===== src/hdl/assert_macros.svh =====
// ----------------------------------------------------------------------------
// Assertion macros for the range normalizer RTL
// Clocked checks on clk_i, optionally gated by rst_ni.
// ----------------------------------------------------------------------------
`ifndef ASSERT_MACROS_SVH
`define ASSERT_MACROS_SVH
`ifndef NO_ASSERTIONS
// check that is masked while reset is asserted
`define ASSERT_CLK(lbl, prop, msg) \
  lbl: assert property (@(posedge clk_i) disable iff (!rst_ni) (prop)) else $error(msg);
// check that also holds during reset
`define ASSERT_RST(lbl, prop, msg) \
  lbl: assert property (@(posedge clk_i) (prop)) else $error(msg);
`else
`define ASSERT_CLK(lbl, prop, msg)
`define ASSERT_RST(lbl, prop, msg)
`endif
`endif


===== src/hdl/rrn_pkg.sv =====
// ----------------------------------------------------------------------------
// rrn_pkg
// Shared types and codes of the running range normalizer.
// ----------------------------------------------------------------------------
package rrn_pkg;

  // width of the status code carried with each result item
  localparam int unsigned STATUS_W = 2;

  typedef enum logic [STATUS_W-1:0] {
    STATUS_NORMAL     = 2'd0,
    STATUS_SEEDED     = 2'd1,
    STATUS_ZERO_RANGE = 2'd2
  } status_e;

endpackage


===== src/hdl/rrn_if.sv =====
// ----------------------------------------------------------------------------
// rrn_sample_if / rrn_result_if
// Valid/ready channels for sample items and result items.
// ----------------------------------------------------------------------------
interface rrn_sample_if #(
  parameter int unsigned SAMPLE_BITS = 16
) ();
  logic                          valid;
  logic                          ready;
  logic signed [SAMPLE_BITS-1:0] sample;

  modport source (output valid, output sample, input ready);
  modport sink   (input valid, input sample, output ready);
endinterface

interface rrn_result_if #(
  parameter int unsigned FRACTION_BITS = 16
) ();
  import rrn_pkg::*;

  logic                   valid;
  logic                   ready;
  logic [FRACTION_BITS:0] ratio;
  status_e                status;

  modport source (output valid, output ratio, output status, input ready);
  modport sink   (input valid, input ratio, input status, output ready);
endinterface


===== src/hdl/rrn_front.sv =====
// ----------------------------------------------------------------------------
// rrn_front
// Accepts samples, tracks the running limits and classifies each item.
// ----------------------------------------------------------------------------
`include "assert_macros.svh"

module rrn_front #(
  parameter int unsigned SAMPLE_BITS = 16
) (
  input  logic                   clk_i,
  input  logic                   rst_ni,
  input  logic                   cfg_we_i,
  input  logic [SAMPLE_BITS-1:0] cfg_wdata_i,
  rrn_sample_if.sink             smp_i,
  input  logic                   q_full_i,
  output logic                   q_push_o,
  output logic [rrn_pkg::STATUS_W+2*(SAMPLE_BITS+2)-1:0] q_data_o
);
  import rrn_pkg::*;

  localparam int unsigned LW = SAMPLE_BITS + 2;

  logic [SAMPLE_BITS-1:0] width_q;
  logic                   has_q, has_d;
  logic signed [LW-1:0]   low_q, low_d, high_q, high_d;

  logic signed [LW-1:0]   s_ext, half, w_ext, new_low, new_high, span, diff;
  status_e                cls;
  logic                   accept;

  assign smp_i.ready = !q_full_i;
  assign accept      = smp_i.valid && !q_full_i;

  assign s_ext = {{2{smp_i.sample[SAMPLE_BITS-1]}}, smp_i.sample};
  assign half  = {3'b000, width_q[SAMPLE_BITS-1:1]};
  assign w_ext = {2'b00, width_q};

  // widen first, then measure
  assign new_low  = (s_ext < low_q)  ? s_ext : low_q;
  assign new_high = (s_ext > high_q) ? s_ext : high_q;
  assign span     = new_high - new_low;
  assign diff     = s_ext - new_low;

  always_comb begin
    has_d  = has_q;
    low_d  = low_q;
    high_d = high_q;
    cls    = STATUS_NORMAL;
    if (!has_q) begin
      cls    = STATUS_SEEDED;
      has_d  = 1'b1;
      low_d  = s_ext - half;
      high_d = s_ext + (w_ext - half);
    end else begin
      low_d  = new_low;
      high_d = new_high;
      if (span[LW-1] || (span == '0)) begin
        cls = STATUS_ZERO_RANGE;
      end
    end
  end

  assign q_push_o = accept;
  assign q_data_o = {cls, diff, span};

  always_ff @(posedge clk_i or negedge rst_ni) begin
    if (!rst_ni) begin
      width_q <= '0;
    end else if (cfg_we_i) begin
      width_q <= cfg_wdata_i;
    end
  end

  always_ff @(posedge clk_i or negedge rst_ni) begin
    if (!rst_ni) begin
      has_q  <= 1'b0;
      low_q  <= '0;
      high_q <= '0;
    end else if (accept) begin
      has_q  <= has_d;
      low_q  <= low_d;
      high_q <= high_d;
    end
  end

  `ASSERT_CLK(a_limits_ordered, has_q |-> (high_q >= low_q), "limits out of order")

endmodule


===== src/hdl/rrn_queue.sv =====
// ----------------------------------------------------------------------------
// rrn_queue
// Two-entry FIFO between the classifier and the divider.
// ----------------------------------------------------------------------------
`include "assert_macros.svh"

module rrn_queue #(
  parameter int unsigned DATA_W = 38
) (
  input  logic              clk_i,
  input  logic              rst_ni,
  input  logic              push_i,
  input  logic [DATA_W-1:0] data_i,
  output logic              full_o,
  input  logic              pop_i,
  output logic              empty_o,
  output logic [DATA_W-1:0] data_o
);
  localparam int unsigned DEPTH = 2;
  localparam int unsigned PTR_W = $clog2(DEPTH);
  localparam int unsigned CNT_W = $clog2(DEPTH + 1);

  logic [DATA_W-1:0] mem_q [DEPTH];
  logic [PTR_W-1:0]  wr_q, rd_q;
  logic [CNT_W-1:0]  count_q;
  logic              do_push, do_pop;

  assign full_o  = (count_q == CNT_W'(DEPTH));
  assign empty_o = (count_q == '0);
  assign do_push = push_i && !full_o;
  assign do_pop  = pop_i && !empty_o;
  assign data_o  = mem_q[rd_q];

  always_ff @(posedge clk_i) begin
    if (do_push) begin
      mem_q[wr_q] <= data_i;
    end
  end

  always_ff @(posedge clk_i or negedge rst_ni) begin
    if (!rst_ni) begin
      wr_q    <= '0;
      rd_q    <= '0;
      count_q <= '0;
    end else begin
      if (do_push) wr_q <= wr_q + 1'b1;
      if (do_pop)  rd_q <= rd_q + 1'b1;
      if (do_push && !do_pop) begin
        count_q <= count_q + 1'b1;
      end else if (do_pop && !do_push) begin
        count_q <= count_q - 1'b1;
      end
    end
  end

  `ASSERT_CLK(a_count_bound, count_q <= CNT_W'(DEPTH), "queue count overflow")

endmodule


===== src/hdl/rrn_back.sv =====
// ----------------------------------------------------------------------------
// rrn_back
// Restoring divider and output register for the normalized ratio.
// ----------------------------------------------------------------------------
`include "assert_macros.svh"

module rrn_back #(
  parameter int unsigned SAMPLE_BITS   = 16,
  parameter int unsigned FRACTION_BITS = 16
) (
  input  logic clk_i,
  input  logic rst_ni,
  input  logic q_empty_i,
  input  logic [rrn_pkg::STATUS_W+2*(SAMPLE_BITS+2)-1:0] q_data_i,
  output logic q_pop_o,
  rrn_result_if.source res_o
);
  import rrn_pkg::*;

  localparam int unsigned LW    = SAMPLE_BITS + 2;
  localparam int unsigned RW    = SAMPLE_BITS + 3;
  localparam int unsigned DW    = STATUS_W + 2 * LW;
  localparam int unsigned QW    = FRACTION_BITS + 1;
  localparam int unsigned CNT_W = $clog2(FRACTION_BITS + 1);

  typedef enum logic [2:0] {
    S_IDLE = 3'b001,
    S_DIV  = 3'b010,
    S_FIN  = 3'b100
  } state_e;

  state_e           state_q, state_d;
  logic [RW-1:0]    rem_q, rem_d;
  logic [LW-1:0]    range_q, range_d;
  logic [QW-1:0]    quo_q, quo_d;
  logic [CNT_W-1:0] cnt_q, cnt_d;

  logic             out_valid_q, out_valid_d;
  logic [QW-1:0]    ratio_q, ratio_d;
  status_e          status_q, status_d;

  status_e          head_status;
  logic [LW-1:0]    head_diff, head_range;
  logic [RW-1:0]    range_ext, rem_sub;
  logic             ge, slot_free;

  assign head_status = status_e'(q_data_i[DW-1 -: STATUS_W]);
  assign head_diff   = q_data_i[2*LW-1 -: LW];
  assign head_range  = q_data_i[LW-1:0];

  // one quotient bit per cycle
  assign range_ext = {1'b0, range_q};
  assign ge        = (rem_q >= range_ext);
  assign rem_sub   = ge ? (rem_q - range_ext) : rem_q;

  assign slot_free = !out_valid_q || res_o.ready;

  always_comb begin
    state_d     = state_q;
    rem_d       = rem_q;
    range_d     = range_q;
    quo_d       = quo_q;
    cnt_d       = cnt_q;
    out_valid_d = out_valid_q && !res_o.ready;
    ratio_d     = ratio_q;
    status_d    = status_q;
    q_pop_o     = 1'b0;
    unique case (state_q)
      S_IDLE: begin
        if (!q_empty_i && slot_free) begin
          q_pop_o = 1'b1;
          unique case (head_status) inside
            STATUS_NORMAL: begin
              rem_d   = {1'b0, head_diff};
              range_d = head_range;
              quo_d   = '0;
              cnt_d   = CNT_W'(FRACTION_BITS);
              state_d = S_DIV;
            end
            STATUS_SEEDED, STATUS_ZERO_RANGE: begin
              out_valid_d = 1'b1;
              ratio_d     = '0;
              status_d    = head_status;
            end
            default: begin
              out_valid_d = 1'b1;
              ratio_d     = '0;
              status_d    = STATUS_ZERO_RANGE;
            end
          endcase
        end
      end
      S_DIV: begin
        quo_d = {quo_q[QW-2:0], ge};
        rem_d = {rem_sub[RW-2:0], 1'b0};
        if (cnt_q == '0) begin
          state_d = S_FIN;
        end else begin
          cnt_d = cnt_q - 1'b1;
        end
      end
      S_FIN: begin
        if (slot_free) begin
          out_valid_d = 1'b1;
          ratio_d     = quo_q;
          status_d    = STATUS_NORMAL;
          state_d     = S_IDLE;
        end
      end
      default: begin
        state_d = S_IDLE;
      end
    endcase
  end

  always_ff @(posedge clk_i or negedge rst_ni) begin
    if (!rst_ni) begin
      state_q     <= S_IDLE;
      cnt_q       <= '0;
      out_valid_q <= 1'b0;
    end else begin
      state_q     <= state_d;
      cnt_q       <= cnt_d;
      out_valid_q <= out_valid_d;
    end
  end

  always_ff @(posedge clk_i) begin
    rem_q    <= rem_d;
    range_q  <= range_d;
    quo_q    <= quo_d;
    ratio_q  <= ratio_d;
    status_q <= status_d;
  end

  assign res_o.valid  = out_valid_q;
  assign res_o.ratio  = ratio_q;
  assign res_o.status = status_q;

  `ASSERT_CLK(a_pop_idle, q_pop_o |-> (state_q == S_IDLE), "pop outside idle")
  `ASSERT_CLK(a_div_range, (state_q == S_DIV) |-> (range_q != '0), "divide by zero range")
  `ASSERT_CLK(a_rem_bound, (state_q == S_DIV) |-> (rem_q < {range_ext[RW-2:0], 1'b0}),
              "remainder out of bound")
  `ASSERT_CLK(a_ratio_max, out_valid_q |-> (ratio_q <= {1'b1, {FRACTION_BITS{1'b0}}}),
              "ratio above one")
  `ASSERT_RST(a_rst_quiet, !rst_ni |-> !out_valid_q, "result valid during reset")

endmodule


===== src/hdl/running_range_normalizer.sv =====
// ----------------------------------------------------------------------------
// running_range_normalizer
// Normalizes signed samples against running low/high limits, Q1.F result.
// ----------------------------------------------------------------------------
// Usage:
//   smp_i  : valid/ready channel, one signed sample per item.
//   res_o  : valid/ready channel, one result item (ratio, status) per sample.
//   cfg_we_i / cfg_wdata_i : writes the seed span placed around the first
//   sample; write only while idle.
// The first sample after reset seeds the limits around itself and returns
// ratio 0 with status SEEDED. Later samples widen the limits, then get
// (sample - low) / (high - low) as Q1.FRACTION_BITS, truncated.
// A taken sample is written to the queue; the back end pops it and puts a
// seeding or zero-range item straight into the output register, while a
// normal item first runs the restoring divider (S_DIV, then S_FIN).
// The divider makes one quotient bit per cycle and takes no new item until
// its result is in the output register; seeding and zero-range items pass
// at one per cycle while the receiver is ready.
// A two-entry queue sits between the classifier and the divider, so new
// samples are taken while a division runs or a result waits. When the
// receiver stalls, the result holds in the output register, the queue
// fills, and smp_i.ready drops. Reset clears the limits, the seed span
// and all pending items.
// ----------------------------------------------------------------------------
module running_range_normalizer #(
  parameter int unsigned SAMPLE_BITS   = 16,
  parameter int unsigned FRACTION_BITS = 16
) (
  input  logic                   clk_i,
  input  logic                   rst_ni,
  input  logic                   cfg_we_i,
  input  logic [SAMPLE_BITS-1:0] cfg_wdata_i,
  rrn_sample_if.sink             smp_i,
  rrn_result_if.source           res_o
);
  import rrn_pkg::*;

  // queue entry: class code, numerator offset, range
  localparam int unsigned DW = STATUS_W + 2 * (SAMPLE_BITS + 2);

  logic          q_push, q_full, q_pop, q_empty;
  logic [DW-1:0] q_wdata, q_rdata;

  // front end: limit tracking and classification
  rrn_front #(
    .SAMPLE_BITS (SAMPLE_BITS)
  ) u_front (
    .clk_i       (clk_i),
    .rst_ni      (rst_ni),
    .cfg_we_i    (cfg_we_i),
    .cfg_wdata_i (cfg_wdata_i),
    .smp_i       (smp_i),
    .q_full_i    (q_full),
    .q_push_o    (q_push),
    .q_data_o    (q_wdata)
  );

  // decoupling queue
  rrn_queue #(
    .DATA_W (DW)
  ) u_queue (
    .clk_i   (clk_i),
    .rst_ni  (rst_ni),
    .push_i  (q_push),
    .data_i  (q_wdata),
    .full_o  (q_full),
    .pop_i   (q_pop),
    .empty_o (q_empty),
    .data_o  (q_rdata)
  );

  // back end: divider and output register
  rrn_back #(
    .SAMPLE_BITS   (SAMPLE_BITS),
    .FRACTION_BITS (FRACTION_BITS)
  ) u_back (
    .clk_i     (clk_i),
    .rst_ni    (rst_ni),
    .q_empty_i (q_empty),
    .q_data_i  (q_rdata),
    .q_pop_o   (q_pop),
    .res_o     (res_o)
  );

endmodule


===== src/flat_wrapper.sv =====
// flat-port wrapper written by rule: the top's interface ports become plain ports
module running_range_normalizer_flat import rrn_pkg::*;
#(
  parameter int unsigned SAMPLE_BITS   = 16,
  parameter int unsigned FRACTION_BITS = 16
)
  (clk_i, rst_ni, cfg_we_i, cfg_wdata_i, smp_i_valid, smp_i_sample, smp_i_ready, res_o_valid, res_o_ratio, res_o_status, res_o_ready);
  rrn_sample_if #(.SAMPLE_BITS(SAMPLE_BITS)) smp_i_i ();
  rrn_result_if #(.FRACTION_BITS(FRACTION_BITS)) res_o_i ();
  input  logic clk_i;
  input  logic rst_ni;
  input  logic cfg_we_i;
  input  logic [SAMPLE_BITS-1:0] cfg_wdata_i;
  input wire logic [$bits(smp_i_i.valid)-1:0] smp_i_valid;
  input wire logic [$bits(smp_i_i.sample)-1:0] smp_i_sample;
  output wire logic [$bits(smp_i_i.ready)-1:0] smp_i_ready;
  output wire logic [$bits(res_o_i.valid)-1:0] res_o_valid;
  output wire logic [$bits(res_o_i.ratio)-1:0] res_o_ratio;
  output wire logic [$bits(res_o_i.status)-1:0] res_o_status;
  input wire logic [$bits(res_o_i.ready)-1:0] res_o_ready;
  assign smp_i_i.valid = smp_i_valid;
  assign smp_i_i.sample = smp_i_sample;
  assign smp_i_ready = smp_i_i.ready;
  assign res_o_valid = res_o_i.valid;
  assign res_o_ratio = res_o_i.ratio;
  assign res_o_status = res_o_i.status;
  assign res_o_i.ready = res_o_ready;
  running_range_normalizer #(.SAMPLE_BITS(SAMPLE_BITS), .FRACTION_BITS(FRACTION_BITS)) u_core (.clk_i(clk_i), .rst_ni(rst_ni), .cfg_we_i(cfg_we_i), .cfg_wdata_i(cfg_wdata_i), .smp_i(smp_i_i), .res_o(res_o_i));
endmodule

===== config.mk =====
export PLATFORM = sky130hd
export DESIGN_NAME = running_range_normalizer_flat
export DESIGN_NICKNAME = d
export VERILOG_FILES = /design/src/hdl/rrn_pkg.sv /design/src/hdl/rrn_if.sv /design/src/hdl/rrn_front.sv /design/src/hdl/rrn_queue.sv /design/src/hdl/rrn_back.sv /design/src/hdl/running_range_normalizer.sv /design/src/flat_wrapper.sv
export VERILOG_INCLUDE_DIRS = /design/src /design/src/hdl
export SDC_FILE = /design/constraint.sdc
export NUM_CORES = 1
export LEC_CHECK = 0
export BUFFER_PORTS_ARGS = -buffer_cell sky130_fd_sc_hd__buf_4
export CELL_PAD_IN_SITES_DETAIL_PLACEMENT = 1
export CELL_PAD_IN_SITES_GLOBAL_PLACEMENT = 1
export CORE_UTILIZATION = 54
export CTS_BUF_LIST = sky130_fd_sc_hd__clkbuf_4 sky130_fd_sc_hd__clkbuf_8 sky130_fd_sc_hd__clkbuf_16
export CTS_CLUSTER_DIAMETER = 80
export CTS_CLUSTER_SIZE = 8
export DETAILED_ROUTE_END_ITERATION = 8
export GPL_ROUTABILITY_DRIVEN = 0
export GPL_TIMING_DRIVEN = 0
export PLACE_DENSITY = 0.93
export SLEW_MARGIN = 15
export SYNTH_ARGS = -nofsm -noshare
export SYNTH_HDL_FRONTEND = slang
export SYNTH_SLANG_ARGS = --single-unit

===== constraint.sdc =====
create_clock -name clk_i -period 9.5 [get_ports clk_i]
set_clock_uncertainty 0.1 [all_clocks]
set_input_delay 0.475 -clock clk_i [delete_from_list [all_inputs] [get_ports clk_i]]
set_output_delay 0.475 -clock clk_i [all_outputs]
set_load 0.01 [all_outputs]

* Word level (Yosys, flattened, before mapping)
Memories as Yosys holds them, arrays and structs flattened. Index checks and enable logic that the tools add are counted.
Cells by class: add/sub/neg operators 11, multipliers 0, div/mod/pow operators 0, order comparisons 3, equal/unequal tests 12, shifts and indexed selects 0, mux-type cells 40, bitwise operators 0, reduce and logical (&&, ||, !) cells 28
Operators with widths (number):
- $mux W18 | 5
- $mux W17 | 5
- $pmux W17 S2 | 2
- $mux W19 | 2
- $pmux W19 S2 | 1
- $sub A18 B18 Y18 | 2
- $ge A19 B18 Y1 | 1
- $add A16 B17 Y18 | 1
- $gt A16 B18 Y1 | 1
- $logic_not A18 Y1 | 1
- $lt A16 B18 Y1 | 1
- $sub A16 B18 Y18 | 1
- $sub A16 B15 Y17 | 1
- $sub A16 B16 Y17 | 1
- $mux W5 | 3
- $mux W2 | 6
- $mux W3 | 4
- $ne A2 B2 Y1 const B | 6
- $reduce_and A4 Y1 | 3
- $pmux W5 S2 | 1
- $pmux W3 S3 | 1
- $pmux W2 S2 | 2
- $logic_and A1 B1 Y1 | 7
- $mux W1 | 7
- 17 further kinds | 29
Word-level totals: register bits 139, latch bits 0, RAM bits 76, ROM bits 0, input port bits 37, output and inout port bits 21, logic and storage cells 110, memories kept 1
Memory list:
- u_core.u_queue.mem_q | words 2, bits a word 38, rd ports 1, clocked after Yosys merged registers in 0, write ports 1, line rrn_queue.sv:23 | logic [DATA_W-1:0] mem_q [DEPTH];

* Logic depth before layout (Yosys ltp)
Gate-level depths: netlist of run 1.
depth after elaboration 9, gate-level depth with buffers 29, gate-level depth less buffers 25

* By module
A second synthesis of run 1 with hierarchy kept.
Second synthesis, totals: cell total of the unflattened synthesis 1510, area, all modules 14799.2 um^2
Modules (own cells, without submodules):
- rrn_front | times used 1, cells each 963, area each 7324.5 um^2
- rrn_back | times used 1, cells each 410, area each 4489.3 um^2
- rrn_queue | times used 1, cells each 137, area each 2985.4 um^2

* Worst setup path after synthesis of run 1
OpenSTA, ideal clock, no wires.
path kind input to register, from input port smp_i_sample[4], to memory u_core.u_queue.mem_q[0][37] (data pin), library setup time 0.174 ns, data arrival time 5.702 ns, required time 9.226 ns, slack 3.523 ns, cell stages on the path 24, path buffers 3, cell sequence ha_1 -> a21o_1 -> a211o_1 -> a41oi_1 -> o21a_2 -> o21a_1 -> buf_2 -> clkbuf_1 -> buf_1 -> nand2_1 -> o21ai_0 -> ha_1 -> inv_1 -> fa_1 -> a21o_1 -> a22o_1 -> a32oi_2 -> a211oi_2 -> a221oi_4 -> mux2i_1 -> o311ai_1 -> or3_1 -> or4_1 -> o31ai_2
Between the ends: word-level cells in the longest chain between the ends 7, elaborated cells on any way between the ends 9, those cells by class 1 x add/sub; 2 x order compare; 4 x mux; 2 x reduce/logical
Ends and longest elaborated chain:
- start: declaration | line flat_wrapper.sv:15 | input wire logic [$bits(smp_i_i.sample)-1:0] smp_i_sample;
- $gt A16 B18 Y1 or $lt A16 B18 Y1 (tied branches) | line rrn_front.sv:40, rrn_front.sv:39
- $mux W18 (on tied branches) | line rrn_front.sv:40, rrn_front.sv:39
- $sub A18 B18 Y18 (*) | line rrn_front.sv:41 | assign span = new_high - new_low;
- via u_core.q_wdata[12] | line running_range_normalizer.sv:42 | logic [DW-1:0] q_wdata, q_rdata;
- $logic_not A18 Y1 (*) | line rrn_front.sv:57 | if (span[LW-1] || (span == '0)) begin
- $logic_or A1 B1 Y1 (*) | line rrn_front.sv:57
- $mux W2 (*) | line rrn_front.sv:57
- $mux W2 (*) | line rrn_front.sv:49 | if (!has_q) begin
- via u_core.q_wdata[37] | line running_range_normalizer.sv:42
- end: declaration | line rrn_queue.sv:23
The timed path passes the listed nets; every way through them passes the cells marked *.

* Final worst setup path of run 1
from register u_core.u_front.low_q[6], to memory u_core.u_queue.mem_q[0][37] (data pin)
Between the ends: word-level cells in the longest chain between the ends 7
Ends and longest elaborated chain:
- start: declaration | line rrn_front.sv:25 | logic signed [LW-1:0] low_q, low_d, high_q, high_d;
- start signal: assignment | line rrn_front.sv:81 | low_q <= low_d;
- $lt A16 B18 Y1 | line rrn_front.sv:39 | assign new_low = (s_ext < low_q) ? s_ext : low_q;
- $mux W18 (*) | line rrn_front.sv:39
- $sub A18 B18 Y18 (*) | line rrn_front.sv:41
- via u_core.q_wdata[12] | line running_range_normalizer.sv:42
- $logic_not A18 Y1 (*) | line rrn_front.sv:57
- $logic_or A1 B1 Y1 (*) | line rrn_front.sv:57
- $mux W2 (*) | line rrn_front.sv:57
- $mux W2 (*) | line rrn_front.sv:49
- via u_core.q_wdata[37] | line running_range_normalizer.sv:42
Marked as above.

==> summary.txt, run 1 <==
Status
  • Status: finished, violations left
  • Failing checks: DRC

Global route
  • Busiest layer in global routing: met2
  • Initial antenna violation count: 0
  • Global Route Usage Sum: 0.3660
  • Largest net degree at the start of global routing: 67
  • Met2 Usage GRT: 0.6521
  • Vias in the first global route: between 10,000 and 15,000
  • Met3 usage: 0.05644
  • Total gr overflow: 0
  • Met1 Usage GRT: 0.4123
  • First-pass GRT wire length: around 75,000 um

Timing
  • Min Tclk post-route: ~8600 ps
  • Pins Over Slew Limit: 0
  • Setup-failing EPs final: 0
  • Worst Tran Pin Value: approximately 1000 ps
  • Fmax: roughly 120 MHz
  • Hold Fails Final Rpt: 0
  • PnR worst setup slack: slightly above 900 ps
  • Fin crit share: 0.9047
  • Normalized max-slew margin: 0.3115
  • RSZ-0062 raised after global routing: no
  • TNS Setup: 0 ps

Die
  • Core Area: ~26,000 um^2
  • Rows: between 50 and 60
  • Die Height: between 150 and 200 um
  • DIE WIDTH: roughly 170 um
  • Die Area: 27,360 um^2
  • Top Ports: 58
  • Starting Density: 0.5519

Setup path
  • Startpoint Class: flip-flop
  • CP max-delay cell: buf_1
  • FF-to-FF setup slack: approximately 910 ps
  • Crit path DAT: around 8800 ps
  • Delay-heaviest family, CP: compound AO/OA/AOI/OAI gates
  • CP endpoint kind: flip-flop
  • CP Buf/Inv Count: 6
  • CP Data Required Time: about 9700 ps
  • Crit-path max FO: 10
  • Largest stage delay, worst path: around 660 ps
  • Crit Path Category: reg -> reg

Synth
  • Synth Flop Type: edfxtp_1
  • Top cell type's share of synthesized area: 0.3103
  • Synth Instances: about 1,500
  • Sequential share of the synthesized area: 0.4249
  • Mapped Avg Cell Area: roughly 9.8 um^2
  • Number of synthesized flops with an enable pin: roughly 150
  • Yosys cell types: 88
  • Synth Warn #: 0
  • Synthesis-stage register bit count: around 220
  • Synth area leaders: edfxtp_1 31%, dfrtp_1 11%, ha_1 11%, a21oi_1 3.9%, o21ai_0 3.6%
  • Cell Area, Synth: approximately 14,000 um^2
  • Ys async rst share: 0.3070
  • Post-Syn Nets: approximately 1,600
  • Yosys top cell by area: edfxtp_1

Routing
  • Routed Antenna Nets: 0
  • DRT Pass-1 Iters: 8
  • Drt first-iter violations: 1,028
  • DRC violations left: 6
  • Total wire length: slightly below 50,000 um
  • Average wire per cell in the routed design: 25.46 um
  • Vias per cell: 6.520
  • Via count: around 12,000

Clock tree
  • Latest clock arrival within the worst-skew pair: a little under 600 ps
  • Clk root buf: clkbuf_16
  • Num CTS Buffers: 30
  • Reg clk slew, reported paths: 60 ps
  • TritonCTS clock tree: yes
  • Post-CTS Setup Bufs: 0
  • Clock buffer depth: 3
  • Clk sink count: 215
  • H-tree lvl count: 1

Placement
  • Dpl cells: about 1,900
  • Placed wire-length estimate: about 34,000 um
  • Port-buffer cells: 57
  • Placement Setup Slack: 1407 ps

Hold path
  • Worst hold path class: in -> reg

Cells and area
  • Share of layout cells above drive strength 1: 0.1115
  • # diodes: 0
  • Area Overhead vs Synth: 12.87%
  • Final cell count without fillers: approximately 1,900
  • Nets: roughly 1,700

Job
  • Number of max-cap violations: 0
## cells in the mapped netlist (4+ instances only)
cell       count
edfxtp_1     149
inv_1        134
ha_1         130
nand2_1      115
a21oi_1      113
o21ai_0      104
nor2_1       101
dfrtp_1       65
xnor2_1       49
and2_1        39
mux2i_1       38
clkbuf_1      33
a211oi_1      31
a21o_1        28
nor3_1        27
xor2_1        27
mux2_2        25
a21boi_0      24
nor2b_1       17
nand2b_1      15
nand3_1       13
and3_1        10
buf_1          9
nand4_1        9
o21a_1         9
o21bai_1       8
o22ai_1        8
o31ai_1        8
buf_2          7
o211ai_1       7
a2111oi_0      6
fa_1           6
nor4_1         6
or3_1          6
a31oi_1        5
nor3b_1        4
o211a_1        4
o221ai_1       4
## worst min-delay path: stages
cell and delay [ps]:
buf_4 80, nand2_1 40, o21ai_0 50
## registers in the layout, summed over array words and instances (netlist names), named ones only
signal and cells:
u_core.u_queue.mem_q 76, u_core.u_back.rem_q 19, u_core.u_back.range_q 18, u_core.u_front.low_q 18, u_core.u_back.quo_q 17, u_core.u_back.res_o.ratio 17
u_core.u_front.width_q 16, u_core.u_front.high_q 15, u_core.u_back.cnt_q 5, u_core.u_back.state_q 3, u_core.u_back.res_o.status 2, u_core.u_queue.count_q 2
u_core.u_back.res_o.valid 1, u_core.u_front.has_q 1, u_core.u_queue.rd_q 1, u_core.u_queue.wr_q 1
## repair_timing
action | in CTS | in global routing
gates resized for setup | 0 | 0
hold endpoints to repair | 45 | 0
hold buffers | 1 | 0
## per-layer routing
metal  vias up  wire [um]
met4         0       3375
met1      6041      18080
met5         -          0
met3       266       3230
met2       684      24020
li1       5481          -
## path summary, 6_finish.rpt
| kind | from | end | depth (start not counted) |
|---|---|---|---|
| hold / removal | cfg_wdata_i[5] | u_core.u_front.width_q[5] | 3 |
| setup / recovery | u_core.u_front.low_q[6] | u_core.u_queue.mem_q[0][37] | 26 |
| min in group asynchronous | rst_ni | u_core.u_front.low_q[0] | 2 |
| max in group asynchronous | rst_ni | u_core.u_front.high_q[15] | 2 |
| setup reg to reg | u_core.u_front.low_q[6] | u_core.u_queue.mem_q[0][37] | 26 |
| hold reg to reg | u_core.u_front.high_q[1] | u_core.u_front.high_q[1] | 2 |
## placed cells by master (no fill, tap or decap), drive strengths merged, types with 9 or more instances in the layout
cell type,instances
xor2,27
dfrtp,65
inv,134
edfxtp,149
ha,130
clkbuf,84
and2,40
nand4,10
nand2b,15
o21a,10
nand3,13
mux2,25
and3,10
nor2,102
xnor2,49
o21ai,108
a21o,28
a21oi,114
mux2i,38
nor2b,17
buf,76
a21boi,26
o31ai,9
nand2,115
nor3,28
a211oi,32
## area by class of cell
| class | instances | area (um^2) |
|---|---|---|
| multi-input combinational | 1065 | 7605 |
| buffer | 49 | 192.7 |
| tap | 335 | 419.2 |
| sequential | 215 | 6127 |
| clock buffer | 51 | 908.4 |
| fill | 2910 | 9856 |
| inverter | 136 | 510.5 |
| clock inverter | 1 | 16.27 |
| timing repair buffer | 61 | 498.0 |
## kinds of logic (layout without fill, tap and decap cells)
kind of cell             after synthesis  in the layout  share of synthesized area
AO/OA/AOI/OAI                        412            412                     0.1862
buffers and inverters                185            298                    0.04876
flip-flops                           215            215                     0.4249
multiplexers                          63             63                    0.04590
AND/OR/NAND/NOR                      374            374                     0.1241
adder cells (fa/ha/maj)              140            140                     0.1241
XOR/XNOR                              76             76                    0.04616
## through the flow
stage / cell area (um^2) / util / hold WS (ps)
global placement: 15270 / 0.5843 / 372.1
floorplan: 14420 / - / 79.41
finish: 16280 / 0.6229 / 11.34
global route: 16280 / 0.6229 / 10.32
CTS: 16280 / 0.6229 / 2.013
detailed placement: 15340 / 0.5871 / 391.6
Power of run 1 is not shown: default switching activity piles up to over one toggle a cycle in this logic, so the estimate is an artifact.
==> run 2: changes to the inputs <==
BUFFER_PORTS_ARGS = -buffer_cell sky130_fd_sc_hd__buf_2   (was -buffer_cell sky130_fd_sc_hd__buf_4)
==> summary.txt, run 2 (synthesized netlist as in run 1, its figures left out) <==
Timing
  • Fin crit share: 0.9450 (+0.04033)
  • Min Tclk post-route: 8978 ps (+383.1 ps)
  • TNS Setup: 0 ps (unchanged)
  • PnR worst setup slack: 522.2 ps (-383.1 ps)
  • Worst Tran Pin Value: 999.4 ps (-7.353 ps)
  • Fmax: 111.4 MHz (-4.3%)
  • Hold Fails Final Rpt: 0 (unchanged)
  • Pins Over Slew Limit: 0 (unchanged)
  • Setup-failing EPs final: 0 (unchanged)
  • RSZ-0062 raised after global routing: no
  • Normalized max-slew margin: 0.3330 (+0.02154)

Cells and area
  • Biggest register: u_core.u_queue.mem_q
  • Most frequent cells in the layout: 149 x edfxtp_1, 134 x inv_1, 130 x ha_1
  • Largest register FFs: 76 (unchanged)
  • Commonest non-fill, non-tap cell in the layout: edfxtp_1
  • Nets: 1,733 (+0.12%)
  • Top Registers: u_core.u_queue.mem_q: 76 flops, u_core.u_back.rem_q: 19 flops
  • Area Overhead vs Synth: 12.24%
  • Share of layout cells above drive strength 1: 0.1127 (+0.001125)

Clock tree
  • Reg clk slew, reported paths: 60 ps (about the same)
  • Num CTS Buffers: 30 (unchanged)
  • Clock buffer depth: 3 (unchanged)
  • H-tree lvl count: 1 (unchanged)
  • Clk root buf: clkbuf_16
  • Clk sink count: 215 (unchanged)
  • Latest clock arrival within the worst-skew pair: 580 ps (about the same)
  • TritonCTS clock tree: yes
  • PostCTS Resize Cnt: 0 (unchanged)

Setup path
  • Startpoint Class: flip-flop
  • Crit Path Category: reg -> reg
  • Delay-heaviest family, CP: compound AO/OA/AOI/OAI gates
  • CP Data Required Time: 9740 ps (+40 ps)
  • CP Buf/Inv Count: 6 (unchanged)
  • CP max-delay cell: buf_1
  • Crit path DAT: 9220 ps (+420 ps)
  • CP endpoint kind: flip-flop
  • Largest stage delay, worst path: 710 ps (+50 ps)
  • Cell mode on critical path: a21oi_1
  • Crit-path max FO: 10 (unchanged)

Die
  • Die Area: 27,360 um^2 (unchanged)
  • Die Height: 165.4 um (unchanged)
  • Top Ports: 58 (unchanged)
  • Rows: 59 (unchanged)
  • Core Area: 26,130 um^2 (unchanged)
  • Starting Density: 0.5519 (unchanged)
  • DIE WIDTH: 165.4 um (unchanged)

Placement
  • Placed wire-length estimate: 34,110 um (-1.0%)
  • Placement Setup Slack: 1320 ps (-87.00 ps)
  • Port-buffer cells: 57 (unchanged)

Routing
  • Total wire length: 50,420 um (+3.5%)
  • Average wire per cell in the routed design: 26.31 um (+3.4%)
  • Vias per cell: 6.610 (+1.4%)
  • Drt first-iter violations: 1,151 (+12%)
  • DRC violations left: 6 (unchanged)
  • Routed Antenna Nets: 0 (unchanged)
  • DRT Pass-1 Iters: 8 (unchanged)
  • Via count: 12,670 (+1.5%)

Status
  • Status: finished, violations left
  • Failing checks: DRC

Global route
  • Global Route Usage Sum: 0.3850 (+0.01897)
  • Largest net degree at the start of global routing: 51 (-24%)
  • Total gr overflow: 0 (unchanged)
  • First-pass GRT wire length: 79,140 um (+4.9%)
  • Vias in the first global route: 13,930 (+3.4%)
  • Initial antenna violation count: 1 (+1)

Job
  • Number of max-cap violations: 0 (unchanged)

Hold path
  • Worst hold path class: in -> reg
==> run 2: worst min-delay path, delay by kind of cell <==
kind	cells	cell delay [ps]
compound gates	1	60
buf+inv	1	80
simple gates	1	40
==> run 2: per-layer routing <==
metal / up-vias / GRT usage / share of wire
met2: 693 / 0.6868 / 0.50
li1: 5485 / - / -
met5: - / 0 / 0
met3: 268 / 0.06069 / 0.064
met1: 6219 / 0.4309 / 0.37
met4: 0 / 0.2331 / 0.070
==> run 2: per-stage QoR <==
stage               instance area, um^2    util  instances  hold slack, ps
floorplan                         14420       -       1465           79.41
global placement                  15130  0.5788       1857           366.3
detailed placement                15230  0.5828       1861           264.2
CTS                               16180  0.6191       1914           10.52
global route                      16190  0.6194       1916           25.59
finish                            16190  0.6194       1916           10.55
==> run 2: path summary, 6_finish.rpt <==
check                           depth (start not counted)               startpoint                     endpoint  slack, ps
min in group asynchronous                               2                   rst_ni    u_core.u_front.width_q[0]        210
max in group asynchronous                               3                   rst_ni     u_core.u_back.state_q[0]       8490
worst min-delay path                                    3           cfg_wdata_i[0]    u_core.u_front.width_q[0]         10
worst min register to register                          2  u_core.u_front.low_q[0]      u_core.u_front.low_q[0]        410
worst max-delay path                                   28  u_core.u_front.low_q[6]  u_core.u_queue.mem_q[0][35]        520
worst max register to register                         28  u_core.u_front.low_q[6]  u_core.u_queue.mem_q[0][35]        520
==> run 2: layout make-up <==
class,instances,area (um^2)
fillers,2894,9946
multi-input cells,1065,7606
flip-flops and latches,215,6127
clock buffers,51,908.4
inverters,136,510.5
well taps,335,419.2
repair buffers,63,390.4
plain buffers,49,192.7
clock inverters,1,30.03
diodes,1,2.502
==> run 2: repair_timing <==
action | CTS | global route
hold buffers | 1 | 0
setup buffers | 0 | 0
hold endpoints to repair | 34 | 0
Power of run 2 is left out for the same reason.
